### src/sv/i2cme_pkg.sv
`default_nettype none
package i2cme_pkg;

  localparam int IN_TDATA_W  = 16;
  localparam int OUT_TDATA_W = 16;
  localparam int CFG_IDX_W   = 2;

  localparam int HP_RESET  = 100;
  localparam int TMO_RESET = 1000000;

  localparam logic [3:0] BITS_PER_BYTE = 4'd8;

  typedef enum logic [CFG_IDX_W-1:0] {
    REG_HALF_PERIOD = 2'd0,
    REG_TIMEOUT     = 2'd1
  } cfg_reg_t;

  typedef enum logic [2:0] {
    OP_NONE    = 3'd0,
    OP_START   = 3'd1,
    OP_RESTART = 3'd2,
    OP_STOP    = 3'd3,
    OP_WRITE   = 3'd4,
    OP_READ    = 3'd5
  } op_t;

  typedef enum logic [1:0] {
    ST_ACK     = 2'd0,
    ST_NACK    = 2'd1,
    ST_TIMEOUT = 2'd2
  } status_t;

  typedef enum logic [4:0] {
    PH_IDLE,
    PH_ST1, PH_ST2,
    PH_WB_D1, PH_WB_W, PH_WB_D2,
    PH_WA_D1, PH_WA_W, PH_WA_D2,
    PH_RS1, PH_RS2, PH_RS3, PH_RS4, PH_RS5,
    PH_SP1, PH_SP2, PH_SP3, PH_SP4, PH_SP5,
    PH_RB_D1, PH_RB_W, PH_RB_D2, PH_RB_W2,
    PH_RA_D1, PH_RA_W, PH_RA_D2, PH_RA_W2, PH_RA_D3
  } phase_t;

  // packed MSB first, so operation lands in the lowest bits of tdata
  typedef struct packed {
    logic       sda_in;
    logic       scl_in;
    logic       allow_stretch;
    logic       send_ack;
    logic [7:0] data_byte;
    logic [2:0] operation;
  } item_t;

  typedef struct packed {
    logic [7:0] read_data;
    logic [1:0] status;
    logic       done_res;
    logic       ready_res;
    logic       sda_drive_low;
    logic       scl_drive_low;
  } tick_res_t;

  function automatic logic is_wait(input phase_t p);
    return (p == PH_WB_W)  || (p == PH_WA_W)  || (p == PH_RS3)   || (p == PH_SP3) ||
           (p == PH_RB_W)  || (p == PH_RB_W2) || (p == PH_RA_W)  || (p == PH_RA_W2);
  endfunction

endpackage
`default_nettype wire

### src/sv/i2cme_core.sv
`default_nettype none
module i2cme_core #(
  parameter int DELAY_WIDTH   = 16,
  parameter int TIMEOUT_WIDTH = 24
) (
  input  logic                     clk,
  input  logic                     rst_n,
  input  logic                     fire,
  input  i2cme_pkg::item_t         item,
  input  logic [DELAY_WIDTH-1:0]   half_period,
  input  logic [TIMEOUT_WIDTH-1:0] timeout_lim,
  output i2cme_pkg::tick_res_t     res
);
  import i2cme_pkg::*;

  phase_t                   phase_r, phase_nxt;
  logic [3:0]               bit_cnt_r, bit_cnt_nxt;
  logic [7:0]               shift_r, shift_nxt;
  logic [DELAY_WIDTH-1:0]   dly_r, dly_nxt;
  logic [TIMEOUT_WIDTH-1:0] tmo_r, tmo_nxt;
  logic                     scl_r, scl_nxt;
  logic                     sda_r, sda_nxt;
  logic [1:0]               status_r, status_nxt;
  logic                     opt_r, opt_nxt;
  logic [7:0]               rx_r, rx_nxt;

  logic [DELAY_WIDTH-1:0]   hp_eff;
  logic [TIMEOUT_WIDTH-1:0] tmo_inc;
  logic                     adv;
  logic                     done;

  assign hp_eff  = (half_period == '0) ? DELAY_WIDTH'(1) : half_period;
  assign tmo_inc = (tmo_r != '1) ? tmo_r + TIMEOUT_WIDTH'(1) : tmo_r;

  always_comb begin
    phase_nxt   = phase_r;
    bit_cnt_nxt = bit_cnt_r;
    shift_nxt   = shift_r;
    dly_nxt     = dly_r;
    tmo_nxt     = tmo_r;
    scl_nxt     = scl_r;
    sda_nxt     = sda_r;
    status_nxt  = status_r;
    opt_nxt     = opt_r;
    rx_nxt      = rx_r;
    adv         = 1'b0;
    done        = 1'b0;
    if (fire) begin
      if (phase_r == PH_IDLE) begin
        tmo_nxt     = '0;
        bit_cnt_nxt = '0;
        unique case (op_t'(item.operation))
          OP_START: begin
            shift_nxt = item.data_byte;
            sda_nxt   = 1'b1;
            dly_nxt   = hp_eff;
            phase_nxt = PH_ST1;
          end
          OP_RESTART: begin
            shift_nxt = item.data_byte;
            scl_nxt   = 1'b1;
            dly_nxt   = hp_eff;
            phase_nxt = PH_RS1;
          end
          OP_STOP: begin
            opt_nxt   = item.allow_stretch;
            scl_nxt   = 1'b1;
            dly_nxt   = hp_eff;
            phase_nxt = PH_SP1;
          end
          OP_WRITE: begin
            shift_nxt = item.data_byte;
            scl_nxt   = 1'b1;
            sda_nxt   = ~item.data_byte[7];
            dly_nxt   = hp_eff;
            phase_nxt = PH_WB_D1;
          end
          OP_READ: begin
            shift_nxt = '0;
            opt_nxt   = item.send_ack;
            scl_nxt   = 1'b1;
            sda_nxt   = 1'b0;
            dly_nxt   = hp_eff;
            phase_nxt = PH_RB_D1;
          end
          default: ;
        endcase
      end else begin
        tmo_nxt = tmo_inc;
        if (tmo_inc >= timeout_lim) begin
          scl_nxt    = 1'b0;
          sda_nxt    = 1'b0;
          status_nxt = ST_TIMEOUT;
          phase_nxt  = PH_IDLE;
          done       = 1'b1;
        end else if (is_wait(phase_r)) begin
          adv = item.scl_in;
        end else begin
          dly_nxt = dly_r - DELAY_WIDTH'(1);
          adv     = (dly_nxt == '0);
        end
      end

      if (adv) begin
        unique case (phase_r)
          PH_ST1: begin
            scl_nxt = 1'b1; dly_nxt = hp_eff; phase_nxt = PH_ST2;
          end
          PH_ST2, PH_RS5: begin
            scl_nxt = 1'b1; sda_nxt = ~shift_r[7]; dly_nxt = hp_eff; phase_nxt = PH_WB_D1;
          end
          PH_WB_D1: begin
            scl_nxt = 1'b0; phase_nxt = PH_WB_W;
          end
          PH_WB_W: begin
            dly_nxt = hp_eff; phase_nxt = PH_WB_D2;
          end
          PH_WB_D2: begin
            shift_nxt   = {shift_r[6:0], 1'b0};
            bit_cnt_nxt = bit_cnt_r + 4'd1;
            scl_nxt     = 1'b1;
            dly_nxt     = hp_eff;
            if (bit_cnt_nxt < BITS_PER_BYTE) begin
              sda_nxt   = ~shift_r[6];
              phase_nxt = PH_WB_D1;
            end else begin
              sda_nxt   = 1'b0;
              phase_nxt = PH_WA_D1;
            end
          end
          PH_WA_D1: begin
            scl_nxt = 1'b0; phase_nxt = PH_WA_W;
          end
          PH_WA_W: begin
            status_nxt = item.sda_in ? ST_NACK : ST_ACK;
            dly_nxt    = hp_eff;
            phase_nxt  = PH_WA_D2;
          end
          PH_WA_D2: begin
            scl_nxt = 1'b1; phase_nxt = PH_IDLE; done = 1'b1;
          end
          PH_RS1: begin
            sda_nxt = 1'b0; dly_nxt = hp_eff; phase_nxt = PH_RS2;
          end
          PH_RS2: begin
            scl_nxt = 1'b0; phase_nxt = PH_RS3;
          end
          PH_RS3: begin
            dly_nxt = hp_eff; phase_nxt = PH_RS4;
          end
          PH_RS4: begin
            sda_nxt = 1'b1; dly_nxt = hp_eff; phase_nxt = PH_RS5;
          end
          PH_SP1: begin
            sda_nxt = 1'b1; dly_nxt = hp_eff; phase_nxt = PH_SP2;
          end
          PH_SP2: begin
            scl_nxt = 1'b0;
            if (opt_r) begin
              phase_nxt = PH_SP3;
            end else begin
              dly_nxt = hp_eff; phase_nxt = PH_SP4;
            end
          end
          PH_SP3: begin
            dly_nxt = hp_eff; phase_nxt = PH_SP4;
          end
          PH_SP4: begin
            sda_nxt = 1'b0; dly_nxt = hp_eff; phase_nxt = PH_SP5;
          end
          PH_SP5: begin
            status_nxt = ST_ACK; phase_nxt = PH_IDLE; done = 1'b1;
          end
          PH_RB_D1: begin
            scl_nxt = 1'b0; phase_nxt = PH_RB_W;
          end
          PH_RB_W: begin
            dly_nxt = hp_eff; phase_nxt = PH_RB_D2;
          end
          PH_RB_D2: begin
            phase_nxt = PH_RB_W2;
          end
          PH_RB_W2: begin
            shift_nxt   = {shift_r[6:0], item.sda_in};
            bit_cnt_nxt = bit_cnt_r + 4'd1;
            scl_nxt     = 1'b1;
            dly_nxt     = hp_eff;
            if (bit_cnt_nxt < BITS_PER_BYTE) begin
              sda_nxt   = 1'b0;
              phase_nxt = PH_RB_D1;
            end else begin
              sda_nxt   = opt_r;
              phase_nxt = PH_RA_D1;
            end
          end
          PH_RA_D1: begin
            scl_nxt = 1'b0; phase_nxt = PH_RA_W;
          end
          PH_RA_W: begin
            dly_nxt = hp_eff; phase_nxt = PH_RA_D2;
          end
          PH_RA_D2: begin
            phase_nxt = PH_RA_W2;
          end
          PH_RA_W2: begin
            dly_nxt = hp_eff; phase_nxt = PH_RA_D3;
          end
          PH_RA_D3: begin
            scl_nxt    = 1'b1;
            rx_nxt     = shift_r;
            status_nxt = ST_ACK;
            phase_nxt  = PH_IDLE;
            done       = 1'b1;
          end
          default: phase_nxt = PH_IDLE;
        endcase
      end
    end
  end

  always_ff @(posedge clk) begin
    if (!rst_n) begin
      phase_r   <= PH_IDLE;
      bit_cnt_r <= '0;
      shift_r   <= '0;
      dly_r     <= '0;
      tmo_r     <= '0;
      scl_r     <= 1'b0;
      sda_r     <= 1'b0;
      status_r  <= ST_ACK;
      opt_r     <= 1'b0;
      rx_r      <= '0;
    end else begin
      phase_r   <= phase_nxt;
      bit_cnt_r <= bit_cnt_nxt;
      shift_r   <= shift_nxt;
      dly_r     <= dly_nxt;
      tmo_r     <= tmo_nxt;
      scl_r     <= scl_nxt;
      sda_r     <= sda_nxt;
      status_r  <= status_nxt;
      opt_r     <= opt_nxt;
      rx_r      <= rx_nxt;
    end
  end

  always_comb begin
    res.scl_drive_low = scl_nxt;
    res.sda_drive_low = sda_nxt;
    res.ready_res     = (phase_nxt == PH_IDLE);
    res.done_res      = done;
    res.status        = status_nxt;
    res.read_data     = rx_nxt;
  end

endmodule
`default_nettype wire

### src/sv/i2c_master_byte_engine_unit.sv
`default_nettype none
// Open-drain I2C master byte engine. Every input transfer is one bus tick: it
// carries an optional command (start, repeated start, stop, write byte, read
// byte) and the sampled SCL/SDA levels, and yields exactly one result transfer
// with the line drive levels, ready, a done pulse, status and the last read
// byte. Commands arriving while busy are dropped. One transfer is taken per
// cycle unless the output stalls; a result passes through the input register,
// then the phase sequencer feeding the result register. cfg_index 0 sets the
// half-period tick count (0 acts as 1), index 1 the per-command timeout.
module i2c_master_byte_engine_unit #(
  parameter int DELAY_WIDTH   = 16,
  parameter int TIMEOUT_WIDTH = 24,
  localparam int CFG_W = (DELAY_WIDTH > TIMEOUT_WIDTH) ? DELAY_WIDTH : TIMEOUT_WIDTH
) (
  input  logic                               clk,
  input  logic                               rst_n,
  input  logic                               in_tvalid,
  output logic                               in_tready,
  // operation[2:0], data_byte[10:3], send_ack[11], allow_stretch[12],
  // scl_in[13], sda_in[14], zero[15]
  input  logic [i2cme_pkg::IN_TDATA_W-1:0]   in_tdata,
  output logic                               out_tvalid,
  input  logic                               out_tready,
  // scl_drive_low[0], sda_drive_low[1], ready_res[2], done_res[3],
  // status[5:4], read_data[13:6], zero[15:14]
  output logic [i2cme_pkg::OUT_TDATA_W-1:0]  out_tdata,
  input  logic                               cfg_we,
  input  logic [i2cme_pkg::CFG_IDX_W-1:0]    cfg_index,
  input  logic [CFG_W-1:0]                   cfg_data
);
  import i2cme_pkg::*;

  logic [DELAY_WIDTH-1:0]   hp_r;
  logic [TIMEOUT_WIDTH-1:0] tmo_lim_r;
  logic                     in_v_r;
  item_t                    in_item_r;
  logic                     out_v_r;
  tick_res_t                out_res_r;
  tick_res_t                res;
  logic                     out_free;
  logic                     fire;

  assign out_free  = !out_v_r || out_tready;
  assign fire      = in_v_r && out_free;
  assign in_tready = !in_v_r || out_free;

  always_ff @(posedge clk) begin
    if (!rst_n) begin
      hp_r      <= DELAY_WIDTH'(HP_RESET);
      tmo_lim_r <= TIMEOUT_WIDTH'(TMO_RESET);
    end else if (cfg_we) begin
      unique case (cfg_reg_t'(cfg_index))
        REG_HALF_PERIOD: hp_r      <= cfg_data[DELAY_WIDTH-1:0];
        REG_TIMEOUT:     tmo_lim_r <= cfg_data[TIMEOUT_WIDTH-1:0];
        default: ;
      endcase
    end
  end

  always_ff @(posedge clk) begin
    if (!rst_n) begin
      in_v_r <= 1'b0;
    end else if (in_tready) begin
      in_v_r <= in_tvalid;
    end
  end

  always_ff @(posedge clk) begin
    if (in_tvalid && in_tready) begin
      in_item_r <= in_tdata[$bits(item_t)-1:0];
    end
  end

  i2cme_core #(
    .DELAY_WIDTH   (DELAY_WIDTH),
    .TIMEOUT_WIDTH (TIMEOUT_WIDTH)
  ) u_core (
    .clk         (clk),
    .rst_n       (rst_n),
    .fire        (fire),
    .item        (in_item_r),
    .half_period (hp_r),
    .timeout_lim (tmo_lim_r),
    .res         (res)
  );

  always_ff @(posedge clk) begin
    if (!rst_n) begin
      out_v_r <= 1'b0;
    end else if (out_free) begin
      out_v_r <= in_v_r;
    end
  end

  always_ff @(posedge clk) begin
    if (fire) begin
      out_res_r <= res;
    end
  end

  assign out_tvalid = out_v_r;
  assign out_tdata  = {(OUT_TDATA_W - $bits(tick_res_t))'(0), out_res_r};

endmodule
`default_nettype wire

### config.mk
export PLATFORM = sky130hd
export DESIGN_NAME = i2c_master_byte_engine_unit
export DESIGN_NICKNAME = d
export VERILOG_FILES = /design/src/sv/i2cme_pkg.sv /design/src/sv/i2cme_core.sv /design/src/sv/i2c_master_byte_engine_unit.sv
export SDC_FILE = /design/constraint.sdc
export NUM_CORES = 1
export LEC_CHECK = 0
export CORE_UTILIZATION = 59
export DETAILED_ROUTE_END_ITERATION = 10
export DONT_BUFFER_PORTS = 1
export HOLD_SLACK_MARGIN = 0.08
export PLACE_DENSITY_LB_ADDON = 0.05
export SYNTH_ARGS = -nofsm -noshare
export SYNTH_HDL_FRONTEND = slang
export SYNTH_HIERARCHICAL = 1
export SYNTH_SLANG_ARGS = --single-unit
### constraint.sdc
create_clock -name clk -period 12.7 [get_ports clk]
set_input_delay 0.635 -clock clk [delete_from_list [all_inputs] [get_ports clk]]
set_output_delay 0.635 -clock clk [all_outputs]
set_load 0.05 [all_outputs]
==> flow_summary_export.csv <==
group,metric,value,unit
outcome,status,"complete, no violations",
clock_network,ctsResizeCount,0,
critical_path,cp_max_fo,15,
synth,yosysWarnings,6,
grt,grt-ovfl-total,0,
synth,ys_seq_elements,141,
hold_path,hold_class,"primary input to flip-flop",
placed_design,dpl_cell_area,8750,um2
hold_path,min-delay-start,"in_tdata[6]",
synth,syn_area_per_cell,8.38,um2
pwr,p_leak,0.00350,uW
pwr,vdd_drop_max,116,uV
drt,drt_iter0_drc,779,
final_layout,syn_to_final_growth,5.91,%
placed_design,gp_congestion,0.872,
critical_path,path_cells,"nand4_1 -> or4_4 -> or4_4 -> nor3_1 -> nand3_1 -> xnor2_1 -> ha_1 -> nand4_1 -> or3_1 -> o21ai_0 -> nor4_1 -> nand2_1 -> a211oi_2 -> nand2b_1 -> a21o_1 -> o221a_1",
synth,ys_seq_area_share,35.2,%
drt,wl_per_cell,18.0,um
final_layout,final_nets,1077,
clock_network,cts_max_level,4,
floorplan,die_h,124,um
critical_path,cpMaxStageDelayCell,"nor4_1",
final_layout,layout.cell_area.non_filler,9370,um2
synth,synth_edf_count,29,
critical_path,worstReg2RegStart,"u_core/tmo_r[8]$_SDFFE_PN0P_",
critical_path,crit_start,"u_core/tmo_r[8]$_SDFFE_PN0P_",
synth,yosys.cell_count.top_type,"nand2_1",
critical_path,crit_path_max_incr_delay,970,ps
floorplan,core,14600,um2
grt,antenna_found_initial,0,
clock_network,path_clk_slew,70,ps
synth,postSynthCellCount,1055,
drt,route.vias.total,7543,
timing,whs,305,ps
floorplan,die_area,15500,um2
grt,grt_pass1_vias,6730,
critical_path,critPathKind,"flip-flop to flip-flop",
pwr,power-per-cell-area,171,nW/um2
timing,finalCriticalPeriod,6770,ps
grt,grt_pass1_wl,34.9,mm
floorplan,rows,44,
timing,timing_hold_violations_final,0,
synth,netlist.area_leader.share,25.4,%
clock_network,insertion_delay,420,ps
synth,syn-cell-area,8840,um2
pwr,total_power,1600,uW
synth,async_reset_ff_share,0,%
clock_network,cts_root_buffer,"clkbuf_16",
timing,rsz0062_at_grt,"false",
drt,drt_wl_total,21.5,mm
synth,yosysTopAreaCell,"dfxtp_1",
clock_network,cts_hold_buffers,0,
job,max_cap_violations,0,
synth,synth_ff_type,"dfxtp_1",
floorplan,die-width,124,um
drt,viasPerCell,6.30,
timing,maxSlewViolCount,0,
synth,synthTopCellsByCount,"nand2_1, dfxtp_1, nor2_1",
timing,timing.setup.tns,0,ps
critical_path,worstPathRequired,13060,ps
clock_network,numCtsBuffers,17,
critical_path,worst_setup_path_start_kind,"flip-flop",
timing,slew_headroom,22.1,%
floorplan,initial_core_util,60.6,%
placed_design,dpl.hpwl,14.4,mm
timing,fin_worst_skew,11.5,ps
timing,worst_pin_slew,1160,ps
synth,ys_top_cells_by_area,"dfxtp_1, edfxtp_1, nand2_1, mux2i_1, ha_1",
final_layout,diodes,0,
timing,fmaxAchievable,148,MHz
clock_network,cts_tree,"built",
placed_design,port_buffers,0,
placed_design,placed_cells,1165,
critical_path,critPathCaptureType,"flip-flop",
grt,grt_usage,27.9,%
drt,dr.pass1.iters,5,
clock_network,cts.sinks,141,
final_layout,drive_gt1_share,6.91,%
synth,synth.distinct_cells,83,
clock_network,post_cts_buffers,0,
drt,antenna_left,0,
grt,grt_max_degree,131,
floorplan,ioPinCount,65,
timing,fin_crit_sh,53.3,%
final_layout,final_cells,1197,
critical_path,critPathArrivalTime,7130,ps
timing,setup_viol,0,
drt,drc,0,
clock_network,cts_buffer_depth,2,
## worst paths after layout
kind / to / slack, ps / cells past startpoint
max: u_core/dly_r[12]$_SDFFE_PN0P_ / 5930 / 16
min: in_item_r[6]$_DFFE_PP_ / 310 / 0
max reg2reg: u_core/dly_r[12]$_SDFFE_PN0P_ / 5930 / 16
min reg2reg: tmo_lim_r[21]$_SDFFE_PN0P_ / 460 / 2
## sequential cells by signal (all words and copies together) (netlist names), 2 cells and up
| register | flops |
|---|---|
| hp_r | 16 |
| u_core/tmo_r | 24 |
| u_core/shift_r | 8 |
| out_tdata | 14 |
| u_core/dly_r | 16 |
| u_core/rx_r | 8 |
| u_core/phase_r | 5 |
| in_item_r | 15 |
| u_core/bit_cnt_r | 4 |
| tmo_lim_r | 24 |
| u_core/status_r | 2 |
## layout make-up
| class | count | area (um2) |
|---|---|---|
| inverter | 50 | 188 |
| tap | 184 | 230 |
| clock buffer | 23 | 522 |
| multi-input combinational | 778 | 5130 |
| fill | 1293 | 5220 |
| sequential | 141 | 3110 |
| timing repair buffer | 12 | 90.1 |
| clock inverter | 9 | 96.3 |
## cell families after synthesis
group                    Yosys count  share of synthesized area, %
AND/OR/NAND/NOR                  398                          23.6
AO/OA/AOI/OAI                    264                          20.5
flip-flops                       141                          35.2
buffers and inverters            137                          7.12
multiplexers                      54                          6.25
adder cells (fa/ha/maj)           30                          4.25
XOR/XNOR                          30                          2.97
other                              1                        0.0424
## cell usage in the layout (no fill, tap or decap), drive strengths merged, types with 9 or more instances in the layout
cell type  instances
xor2              12
and2              19
mux2i             44
nand4             14
clkbuf            23
edfxtp            29
nor2b             27
or3               11
nor4              18
o21ai             61
xnor2             18
a22oi             19
buf               12
a21oi             61
ha                30
inv               52
nand2b             9
nand2            118
nor3              36
o211ai            13
nand3             39
a32o              18
a32oi              9
nor2              64
mux2              10
dfxtp            112
## stage by stage
step	setup slack [ps]	utilization (%)
floorplan	7870	-
global placement	6070	60.0
detailed placement	6000	60.0
CTS	5990	64.2
global route	5380	64.2
finish	5930	64.2
## worst max-delay path, delay by kind of cell, from the launching register on
kind,cells,cell delay [ps]
AND/OR/NAND/NOR,10,4290
adder cells (fa/ha/maj),1,280
flip-flops,1,440
AO/OA/AOI/OAI,4,1440
XOR/XNOR,1,250
## layer usage
layer / part of all wire [%] / up-vias / track usage (%)
met5: 0 / - / 0
li1: - / 3726 / -
met4: 1.2 / 0 / 7.87
met2: 44 / 279 / 42.3
met1: 48 / 3517 / 39.7
met3: 6.6 / 21 / 6.06
## power breakdown
group / internal [uW] / leakage (uW) / total (uW) / switching [uW]
clock network: 313 / 0.000300 / 512 / 199
registers: 485 / 0.00119 / 535 / 50.4
logic: 190 / 0.00201 / 553 / 362
total: 988 / 0.00350 / 1600 / 611
Power figures use the tool's default switching activity.
